File: src/hdl/dsc_pkg.sv
// ----------------------------------------------------------------------------
// dsc_pkg: shared types and constants of the distinct subsequence counter
// Holds the default sizes, the register map and the structs that pass
// between the register file, the counting cells and the top level.
// ----------------------------------------------------------------------------
package dsc_pkg;

  localparam int PATTERN_MAX_DEF = 16;
  localparam int COUNT_WIDTH_DEF = 32;

  // Pattern bytes the two 64-bit pattern registers can hold.
  localparam int PATTERN_REG_BYTES = 16;

  localparam int CFG_ADDR_W = 5;
  localparam int CFG_DATA_W = 64;
  localparam int LEN_W      = 5;

  typedef enum logic [1:0] {
    REG_PATTERN_LEN = 2'd0,
    REG_PATTERN_LO  = 2'd1,
    REG_PATTERN_HI  = 2'd2
  } dsc_reg_idx_t;

  typedef struct packed {
    logic [LEN_W-1:0] pattern_len;
    logic [63:0]      pattern_lo;
    logic [63:0]      pattern_hi;
  } dsc_cfg_t;

  // Broadcast to every cell for each accepted input beat.
  typedef struct packed {
    logic       valid;
    logic       clear;
    logic [7:0] text_char;
  } dsc_step_t;

endpackage

File: src/hdl/dsc_regs.sv
// ----------------------------------------------------------------------------
// dsc_regs: configuration register file
// APB-style write and read access to the pattern length and pattern bytes.
// ----------------------------------------------------------------------------
module dsc_regs (
  input  logic                              clk,
  input  logic                              rst_n,
  input  logic                              cfg_psel,
  input  logic                              cfg_penable,
  input  logic                              cfg_pwrite,
  input  logic [dsc_pkg::CFG_ADDR_W-1:0]    cfg_paddr,
  input  logic [dsc_pkg::CFG_DATA_W-1:0]    cfg_pwdata,
  output logic [dsc_pkg::CFG_DATA_W-1:0]    cfg_prdata,
  output logic                              cfg_pready,
  output dsc_pkg::dsc_cfg_t                 cfg_o
);

  dsc_pkg::dsc_cfg_t     cfg_r;
  dsc_pkg::dsc_cfg_t     cfg_nxt;
  dsc_pkg::dsc_reg_idx_t reg_idx;
  logic                  wr_en;

  assign cfg_pready = 1'b1;
  assign reg_idx    = dsc_pkg::dsc_reg_idx_t'(cfg_paddr[4:3]);
  assign wr_en      = cfg_psel & cfg_penable & cfg_pwrite & cfg_pready;

  always_comb begin
    cfg_nxt = cfg_r;
    if (wr_en) begin
      case (reg_idx)
        dsc_pkg::REG_PATTERN_LEN: cfg_nxt.pattern_len = cfg_pwdata[dsc_pkg::LEN_W-1:0];
        dsc_pkg::REG_PATTERN_LO:  cfg_nxt.pattern_lo  = cfg_pwdata[63:0];
        dsc_pkg::REG_PATTERN_HI:  cfg_nxt.pattern_hi  = cfg_pwdata[63:0];
        default: cfg_nxt = cfg_r;
      endcase
    end
  end

  always_comb begin
    case (reg_idx)
      dsc_pkg::REG_PATTERN_LEN:
        cfg_prdata = {{(dsc_pkg::CFG_DATA_W-dsc_pkg::LEN_W){1'b0}}, cfg_r.pattern_len};
      dsc_pkg::REG_PATTERN_LO: cfg_prdata = cfg_r.pattern_lo;
      dsc_pkg::REG_PATTERN_HI: cfg_prdata = cfg_r.pattern_hi;
      default: cfg_prdata = '0;
    endcase
  end

  always_ff @(posedge clk) begin
    if (!rst_n) begin
      cfg_r <= '0;
    end else begin
      cfg_r <= cfg_nxt;
    end
  end

  assign cfg_o = cfg_r;

endmodule

File: src/hdl/dsc_cell.sv
// ----------------------------------------------------------------------------
// dsc_cell: one prefix counter of the chain
// Holds the count of one pattern prefix, adds the neighbor's count on a
// matching byte and saturates at the all-ones value.
// ----------------------------------------------------------------------------
module dsc_cell #(
  parameter int COUNT_WIDTH = dsc_pkg::COUNT_WIDTH_DEF
) (
  input  logic                   clk,
  input  logic                   rst_n,
  input  dsc_pkg::dsc_step_t     step,
  input  logic                   active,
  input  logic [7:0]             pat_byte,
  input  logic [COUNT_WIDTH-1:0] link_i,
  output logic [COUNT_WIDTH-1:0] link_o,
  output logic [COUNT_WIDTH-1:0] count_nxt_o,
  output logic                   sat_o
);

  logic [COUNT_WIDTH-1:0] count_r;
  logic [COUNT_WIDTH-1:0] count_nxt;
  logic [COUNT_WIDTH-1:0] base;
  logic [COUNT_WIDTH:0]   sum;
  logic                   hit;

  // The start of a text clears the count before the byte is applied, and the
  // neighbor sees that cleared value too.
  assign base = step.clear ? '0 : count_r;
  assign sum  = {1'b0, base} + {1'b0, link_i};
  assign hit  = active && (pat_byte == step.text_char);

  always_comb begin
    count_nxt = base;
    if (hit) begin
      count_nxt = sum[COUNT_WIDTH] ? '1 : sum[COUNT_WIDTH-1:0];
    end
  end

  always_ff @(posedge clk) begin
    if (!rst_n) begin
      count_r <= '0;
    end else if (step.valid) begin
      count_r <= count_nxt;
    end
  end

  assign link_o      = base;
  assign count_nxt_o = count_nxt;
  assign sat_o       = hit & sum[COUNT_WIDTH];

endmodule

File: src/hdl/distinct_subsequence_counter_core.sv
// ----------------------------------------------------------------------------
// distinct_subsequence_counter_core: streaming distinct subsequence counter
// Counts the distinct subsequences of a byte stream that equal the pattern
// held in the configuration registers.
// ----------------------------------------------------------------------------
// The core takes one text byte per clock and returns one result beat per
// byte, in the cycle after the byte is taken; with out_tready held high it
// sustains a byte every cycle. Each prefix of the pattern has its own cell in
// a chain, and all cells add their left neighbor's count in the same cycle,
// so the rate is set by one adder per cell plus the prefix select at the
// output register. A set in_tuser bit starts a new text and clears the counts
// and the saturation flag before that byte is applied. A pattern_len of zero
// yields a count of one; lengths above PATTERN_MAX act as PATTERN_MAX. Write
// the registers only while no beat is in flight.
// ----------------------------------------------------------------------------
module distinct_subsequence_counter_core #(
  parameter int PATTERN_MAX = dsc_pkg::PATTERN_MAX_DEF,
  parameter int COUNT_WIDTH = dsc_pkg::COUNT_WIDTH_DEF
) (
  input  logic                           clk,
  input  logic                           rst_n,
  // Input stream.
  input  logic                           in_tvalid,
  output logic                           in_tready,
  input  logic [7:0]                     in_tdata,   // [7:0] text_char
  input  logic [0:0]                     in_tuser,   // [0] first_char
  input  logic                           in_tlast,   // last_char
  // Result stream.
  output logic                           out_tvalid,
  input  logic                           out_tready,
  output logic [31:0]                    out_tdata,  // [31:0] match_count
  output logic [0:0]                     out_tuser,  // [0] saturated
  output logic                           out_tlast,  // end_of_text
  // Configuration port.
  input  logic                           cfg_psel,
  input  logic                           cfg_penable,
  input  logic                           cfg_pwrite,
  input  logic [dsc_pkg::CFG_ADDR_W-1:0] cfg_paddr,
  input  logic [dsc_pkg::CFG_DATA_W-1:0] cfg_pwdata,
  output logic [dsc_pkg::CFG_DATA_W-1:0] cfg_prdata,
  output logic                           cfg_pready
);

  dsc_pkg::dsc_cfg_t  cfg;
  dsc_pkg::dsc_step_t step;

  logic [COUNT_WIDTH-1:0] link      [PATTERN_MAX+1];
  logic [COUNT_WIDTH-1:0] count_nxt [PATTERN_MAX];
  logic [PATTERN_MAX-1:0] cell_sat;

  logic                   accept;
  logic [COUNT_WIDTH-1:0] result;
  logic [31:0]            result_out;
  logic                   sat_r;
  logic                   sat_nxt;

  logic                   out_valid_r;
  logic [31:0]            out_data_r;
  logic                   out_sat_r;
  logic                   out_last_r;

  dsc_regs u_regs (
    .clk         (clk),
    .rst_n       (rst_n),
    .cfg_psel    (cfg_psel),
    .cfg_penable (cfg_penable),
    .cfg_pwrite  (cfg_pwrite),
    .cfg_paddr   (cfg_paddr),
    .cfg_pwdata  (cfg_pwdata),
    .cfg_prdata  (cfg_prdata),
    .cfg_pready  (cfg_pready),
    .cfg_o       (cfg)
  );

  assign in_tready = !out_valid_r || out_tready;
  assign accept    = in_tvalid && in_tready;

  assign step.valid     = accept;
  assign step.clear     = in_tuser[0];
  assign step.text_char = in_tdata;

  // The empty prefix always counts one.
  assign link[0] = COUNT_WIDTH'(1);

  for (genvar k = 0; k < PATTERN_MAX; k++) begin : g_cell
    logic [7:0] pat_byte;
    logic       active;

    if (k < 8) begin : g_lo
      assign pat_byte = cfg.pattern_lo[8*k +: 8];
    end else if (k < dsc_pkg::PATTERN_REG_BYTES) begin : g_hi
      assign pat_byte = cfg.pattern_hi[8*(k-8) +: 8];
    end else begin : g_none
      assign pat_byte = 8'h00;
    end

    assign active = k < int'(cfg.pattern_len);

    dsc_cell #(
      .COUNT_WIDTH (COUNT_WIDTH)
    ) u_cell (
      .clk         (clk),
      .rst_n       (rst_n),
      .step        (step),
      .active      (active),
      .pat_byte    (pat_byte),
      .link_i      (link[k]),
      .link_o      (link[k+1]),
      .count_nxt_o (count_nxt[k]),
      .sat_o       (cell_sat[k])
    );
  end

  // Pick the updated count of the longest active prefix.
  always_comb begin
    result = (cfg.pattern_len == '0) ? COUNT_WIDTH'(1) : '0;
    for (int k = 0; k < PATTERN_MAX; k++) begin
      if ((k + 1 == int'(cfg.pattern_len)) ||
          ((k == PATTERN_MAX - 1) && (int'(cfg.pattern_len) > PATTERN_MAX))) begin
        result = count_nxt[k];
      end
    end
  end

  if (COUNT_WIDTH >= 32) begin : g_wide
    assign result_out = result[31:0];
  end else begin : g_narrow
    assign result_out = {{(32-COUNT_WIDTH){1'b0}}, result};
  end

  assign sat_nxt = (step.clear ? 1'b0 : sat_r) | (|cell_sat);

  always_ff @(posedge clk) begin
    if (!rst_n) begin
      sat_r       <= 1'b0;
      out_valid_r <= 1'b0;
    end else begin
      if (accept) begin
        sat_r       <= sat_nxt;
        out_valid_r <= 1'b1;
      end else if (out_tready) begin
        out_valid_r <= 1'b0;
      end
    end
  end

  always_ff @(posedge clk) begin
    if (accept) begin
      out_data_r <= result_out;
      out_sat_r  <= sat_nxt;
      out_last_r <= in_tlast;
    end
  end

  assign out_tvalid   = out_valid_r;
  assign out_tdata    = out_data_r;
  assign out_tuser[0] = out_sat_r;
  assign out_tlast    = out_last_r;

endmodule

File: config.mk
export PLATFORM = sky130hd
export DESIGN_NAME = distinct_subsequence_counter_core
export DESIGN_NICKNAME = d
export VERILOG_FILES = /design/src/hdl/dsc_pkg.sv /design/src/hdl/dsc_regs.sv /design/src/hdl/dsc_cell.sv /design/src/hdl/distinct_subsequence_counter_core.sv
export SDC_FILE = /design/constraint.sdc
export NUM_CORES = 2
export LEC_CHECK = 0
export ABC_AREA = 1
export BUFFER_PORTS_ARGS = -buffer_cell sky130_fd_sc_hd__buf_2
export CORE_MARGIN = 5
export CORE_UTILIZATION = 45
export DETAILED_ROUTE_END_ITERATION = 10
export PLACE_DENSITY = 0.66
export SLEW_MARGIN = 20
export SYNTH_ARGS = -nofsm -noshare
export SYNTH_HDL_FRONTEND = slang
export SYNTH_SLANG_ARGS = --single-unit
File: constraint.sdc
create_clock -name clk -period 6.91 [get_ports clk]
set_clock_uncertainty 0.1 [all_clocks]
set_input_delay 0.3455 -clock clk [delete_from_list [all_inputs] [get_ports clk]]
set_output_delay 0.3455 -clock clk [all_outputs]
set_load 0.1 [all_outputs]
Word level (Yosys, flattened, before mapping)
Index checks and enable logic that the tools add are counted.
- add/sub/neg operators: 16
- magnitude comparators: 17
- eq/ne operators: 34
- mux-type cells: 69
- bitwise operators: 19
- reduce and logical (&&, ||, !) cells: 27
- operators with widths (kind ; count):
    $mux 32 ; 64
    $add 32x32->33 ; 15
    $pmux 64 s3 ; 1
    $eq 8x8->1 ; 16
    $eq 5x5->1 const A ; 9
    $lt 4x5->1 const A ; 8
    $add 32x1->33 const B ; 1
    $eq 4x5->1 const A ; 4
    $lt 3x5->1 const A ; 4
    $and 1x1->1 ; 18
    $logic_and 1x1->1 ; 17
    $reduce_or 16->1 ; 1
    $eq 3x5->1 const A ; 2
    $lt 1x5->1 const A ; 2
    $lt 2x5->1 const A ; 2
    $reduce_and 2->1 ; 3
    $eq 2x5->1 const A ; 1
    $gt 5x5->1 const B ; 1
    $logic_not 5->1 ; 1
    $mux 1 ; 4
    $eq 2x1->1 const B ; 1
    $eq 2x2->1 const B ; 1
    $logic_not 2->1 ; 1
    $logic_or 1x1->1 ; 2
    other kinds (3) ; 3
- register bits: 681
- word-level logic and storage cells: 206

Logic depth before layout (Yosys ltp)
- depth after elaboration: 20
- gate-level depth with buffers: 32
- depth with buffers taken out: 28

Hierarchy
A second synthesis with hierarchy kept.
- cells, all modules: 15919
- area, all modules: 86171.4 sq um
- modules (own cells, without submodules) (module ; instances ; cells each ; area an instance (sq um) ; sequential area each (sq um)):
    dsc_cell (g_cell[14].u_cell ...) ; 7 ; 862 ; 4634.4 ; 640.6
    dsc_cell (g_cell[0].u_cell ...) ; 5 ; 865 ; 4618.2 ; 640.6
    dsc_cell (g_cell[5].u_cell ...) ; 4 ; 861 ; 4606.9 ; 640.6
    dsc_regs ; 1 ; 1012 ; 6329.8 ; 2662.6
    distinct_subsequence_counter_core ; 1 ; 1104 ; 5881.9 ; 1061.0

Worst setup path after synthesis
OpenSTA, ideal clock, no wires.
- path type: in2reg
- from: in in_tuser
- to: reg out_data_r[21], in the netlist out_tdata[21], data pin
- arrival time: 4.588 ns
- data required time: 6.546 ns
- slack: 1.958 ns
- stages on the path: 27
- buffers on the path: 10
- cell sequence: buf_4 > buf_2 > buf_2 > clkbuf_1 > clkbuf_1 > clkbuf_1 > clkbuf_1 > clkbuf_1 > nor2_1 > ha_1 > nand2_1 > nand2_1 > a31oi_1 > a21boi_0 > nand2_1 > nand3_1 > nand2_1 > nor2_2 > buf_2 > buf_2 > nand2_1 > nand3_1 > nand4_1 > nor2_1 > nand4_1 > nor2_1 > nand4_1
- longest elaborated chain between the ends: 20
- elaborated cells between the ends (all ways): 80
- classes of those cells: add/sub (16); mux (64)
- ends and longest elaborated chain (element ; RTL line ; text):
    start, declared ; distinct_subsequence_counter_core.sv:26 ; input logic [0:0] in_tuser,
    $mux 32 ; dsc_cell.sv:28 ; assign base = step.clear ? '0 : count_r;
    $add 32x1->33 ; dsc_cell.sv:29 ; assign sum = {1'b0, base} + {1'b0, link_i};
    $mux 32 ; dsc_cell.sv:35 ; count_nxt = sum[COUNT_WIDTH] ? '1 : sum[COUNT_WIDTH-1:0];
    $mux 32 ; dsc_cell.sv:34 ; if (hit) begin
    $mux 32 (15 in a row) ; distinct_subsequence_counter_core.sv:118 ; if ((k + 1 == int'(cfg.pattern_len)) ||
    $mux 32 (*) ; distinct_subsequence_counter_core.sv:118 ;
    named net result[21] ; distinct_subsequence_counter_core.sv:52 ; logic [COUNT_WIDTH-1:0] result;
    end signal, assigned ; distinct_subsequence_counter_core.sv:149 ; out_data_r <= result_out;
    end, declared ; distinct_subsequence_counter_core.sv:58 ; logic [31:0] out_data_r;
The timed path passes the listed nets; every way through them passes the cells marked *.
A chain may end at the register's enable or synchronous reset.

Final worst setup path
- from: reg u_regs.cfg_r (netlist bit u_regs.cfg_o[131])
- to: reg out_data_r[11], in the netlist out_tdata[11], data pin
- longest elaborated chain between the ends: 19
- elaborated cells between the ends (all ways): 82
- classes of those cells: order compare (17); eq/ne (16); mux (32); reduce/logical (17)
- ends and longest elaborated chain (element ; RTL line ; text):
    start, declared ; dsc_regs.sv:18 ; dsc_pkg::dsc_cfg_t cfg_r;
    start signal, assigned ; dsc_regs.sv:53 ; cfg_r <= cfg_nxt;
    $lt 1x5->1 ; distinct_subsequence_counter_core.sv:97 ; assign active = k < int'(cfg.pattern_len);
    $logic_and 1x1->1 ; dsc_cell.sv:30 ; assign hit = active && (pat_byte == step.text_char);
    $mux 32 ; dsc_cell.sv:34 ;
    $mux 32 (15 in a row) ; distinct_subsequence_counter_core.sv:118 ;
    $mux 32 (*) ; distinct_subsequence_counter_core.sv:118 ;
    named net result[11] ; distinct_subsequence_counter_core.sv:52 ;
Marked as above.

==> impl_metrics.ini <==
[status]
status = complete, no violations

[grt]
grt_pass1_vias = 70105
antenna_found_initial = 6
track_usage_pct = 36.5
overflow = 0
grt_max_degree = 194
grt_pass1_wl_um = 441000

[power_and_ir_drop]
max-vdd-ir-drop_mv = 0.182
power_density_nw_per_um2 = 166
leakage_nw = 33.7

[detailed_routing]
vias_per_cell = 5.87
drc_errors = 0
drt_pass1_iterations = 7
drt.antenna.violating_nets = 0
drt_iter0_drc = 8639
wirelength_um = 300000
vias = 76988
post_drt_wl_per_cell_um = 22.9

[critical_path]
max_stage_delay_ns = 0.81
critPathArrivalTime_ns = 6.05
required_ns = 7.24
worstPathCellList = nor2_1, nand2_1, nor2_1, nor4_1, nand2_1, inv_1, nor2_1, nor2_1, nand2_1, nand3_1, nor3_1, nand4_1, nand2_1, nand4_1, nor2_1, nand3_1
worstSetupStartpoint = u_regs.cfg_o[131]
cpMostUsedCell = nor2_1
critPathCaptureType = flop
path_class = reg2reg
start_kind = flop
path_max_fanout = 9
crit_slowest_cell = nor2_1
reg2reg_from = u_regs.cfg_o[131]

[job]
cap_violations = 0

[logic_synthesis]
syn_nets = 11592
synth-seq-cells = 681
synth_top_area_share_pct = 19.5
synth_flop_cell = dfxtp_1
yosysSeqAreaShare_pct = 21.1
syn_avg_cell_area_um2 = 6.00
syn_area_um2 = 66400
ys_warn_count = 0
synth_edf_count = 34
yosys.area.top_type = dfxtp_1
yosys-top-cells-area = dfxtp_1, nand2_1, nor2_1
async_reset_ff_share_pct = 0
synthCells = 11067
ys_types = 72

[floorplan]
dieArea_um2 = 155000
initial_core_util_pct = 45.1
die_y_um = 394
core_area_um2 = 147000
die_x_um = 394
rows = 141
ios = 187

[timing]
post-route-min-period_ns = 5.72
max_slew_margin_pct = 16.1
tns_ns = 0
hold_slack_ns = 0.242
setup_slack_ns = 1.19
drv_slew = 0
hold_viol = 0
rsz0062_at_grt = false
tightest_slew_ns = 1.26
setup_viol = 0
fmax_mhz = 175
finalCritPeriodShare_pct = 82.7

[place]
port_buffers = 182
place.gp.congestion = 1.06
pre_cts_ws_ns = 0.882
dp.cells = 12872
dpl.hpwl_um = 235000

[finish]
nets = 11625
final_cells = 13109
drive_gt1_share_pct = 5.73
syn2layout_area_growth_pct = 10.1

[worst_hold_path]
min_from = cfg_pwrite
min_path_type = in2reg

[clocking]
clk_pin_slew_ns = 0.06
cts_root_buf = clkbuf_16
clock_sinks = 681
ctsHtreeMaxLevel = 3
worstSkewPairLatency_ns = 0.72
cts-buffers-inserted = 90
cts_tree = yes
postCtsResizedCells = 0
postCtsSetupRepairBufs = 0
clockBufferDepth = 3
[synthesized netlist by cell type, types with 14 or more instances]
cell type,number
nand2_1,2123
nor2_1,1593
inv_1,1443
a21oi_1,1127
o21ai_0,1030
dfxtp_1,647
nand3_1,502
ha_1,426
clkbuf_1,344
xor2_1,265
nand4_1,182
o22ai_1,168
xnor2_1,167
a211oi_1,160
nor3_1,104
o211ai_1,70
nor4_1,63
or2_2,62
o21bai_1,51
a21o_1,49
buf_2,39
edfxtp_1,34
a31oi_1,33
buf_1,33
nand2_2,27
o22a_1,26
a22oi_1,24
a21boi_0,23
a22o_1,21
o21a_1,20
o21ai_1,20
inv_2,19
nor2_2,14
[metrics by stage]
| step | cell area (um2) | util, % | total power [mW] |
|---|---|---|---|
| CTS | 73100 | 49.7 | 12.1 |
| detailed placement | 69100 | 47.0 | 6.63 |
| floorplan | 66400 | - | 6.03 |
| global route | 73100 | 49.7 | 12.6 |
| global placement | 69100 | 47.0 | 6.59 |
| finish | 73100 | 49.7 | 12.1 |
[cell families (layout without fill, tap and decap cells)]
logic type      after synthesis  count (layout)  synth area share [%]
buf+inv                    1915            2026                  11.1
flops                       681             681                  21.1
xor+xnor                    432             432                  5.70
simple gates               4723            4723                  29.5
fa+ha+maj                   439             439                  8.42
other cells                   1               2               0.00565
compound gates             2876            2876                  24.2
[critical path, delay by kind of cell (launching register included)]
| kind | cells | cell delay (ns) |
|---|---|---|
| buf+inv | 1 | 0.44 |
| flops | 1 | 0.35 |
| simple gates | 15 | 4.48 |
[timing repair]
item / CTS / global route
endpoints found under the setup margin: 0 / 0
hold buffers: 66 / 0
endpoints found under the hold margin: 178 / 0
[cell usage in the layout (no fill, tap or decap), types with 24 or more instances in the layout]
master         instances
nor2_1              1578
nand2_1             2122
buf_2                180
a211oi_1             160
xnor2_1              167
o21ai_0             1030
nand3_1              501
o22ai_1              168
nor3_1                98
o211ai_1              70
nand4_1              182
o22a_1                26
dfxtp_1              647
a31oi_1               33
nor4_1                63
buf_4                126
o21bai_1              51
or2_2                 62
clkbuf_16             90
nand2_2               27
a21o_1                49
ha_1                 426
a21oi_1             1127
nor2_2                26
edfxtp_1              34
xor2_1               265
inv_1               1443
dlygate4sd3_1         66
a22oi_1               24
[layout make-up]
| class | count | area (um2) |
|---|---|---|
| antenna | 1 | 2.50 |
| clock buffer | 120 | 2450 |
| clock inverter | 50 | 882 |
| fill | 15545 | 74000 |
| inverter | 1473 | 5550 |
| multi-input combinational | 8471 | 45100 |
| sequential | 681 | 14000 |
| tap | 1930 | 2410 |
| timing repair buffer | 383 | 2720 |
[power breakdown]
group | total (mW) | switching, mW | internal [mW] | leakage (nW)
Clock | 5.48 | 2.18 | 3.30 | 1.61
Combinational | 2.33 | 1.63 | 0.695 | 26.5
Sequential | 4.32 | 0.120 | 4.20 | 5.66
[registers in the layout, summed over array words and instances (netlist names)]
register	flops
out_tvalid	1
sat_r	1
out_tlast	1
out_tuser	1
u_regs.cfg_o	133
out_tdata	32
g_cell.u_cell.count_r	512
[routing by layer]
metal	routed length (um)	up-vias	GRT usage [%]
li1	-	36957	-
met1	125000	35425	48.6
met2	128000	3930	56.5
met3	29500	674	7.01
met4	17200	2	18.2
met5	8	-	0
[worst paths after layout]
check	end	slack (ns)	depth (start not counted)
max reg2reg	out_tdata[11]	1.19	16
min	u_regs.cfg_o[132]	0.24	5
max	out_tdata[11]	1.19	16
min reg2reg	g_cell[9].u_cell.count_r[31]	0.36	2
Note: power is estimated with default switching activity, not from simulation.
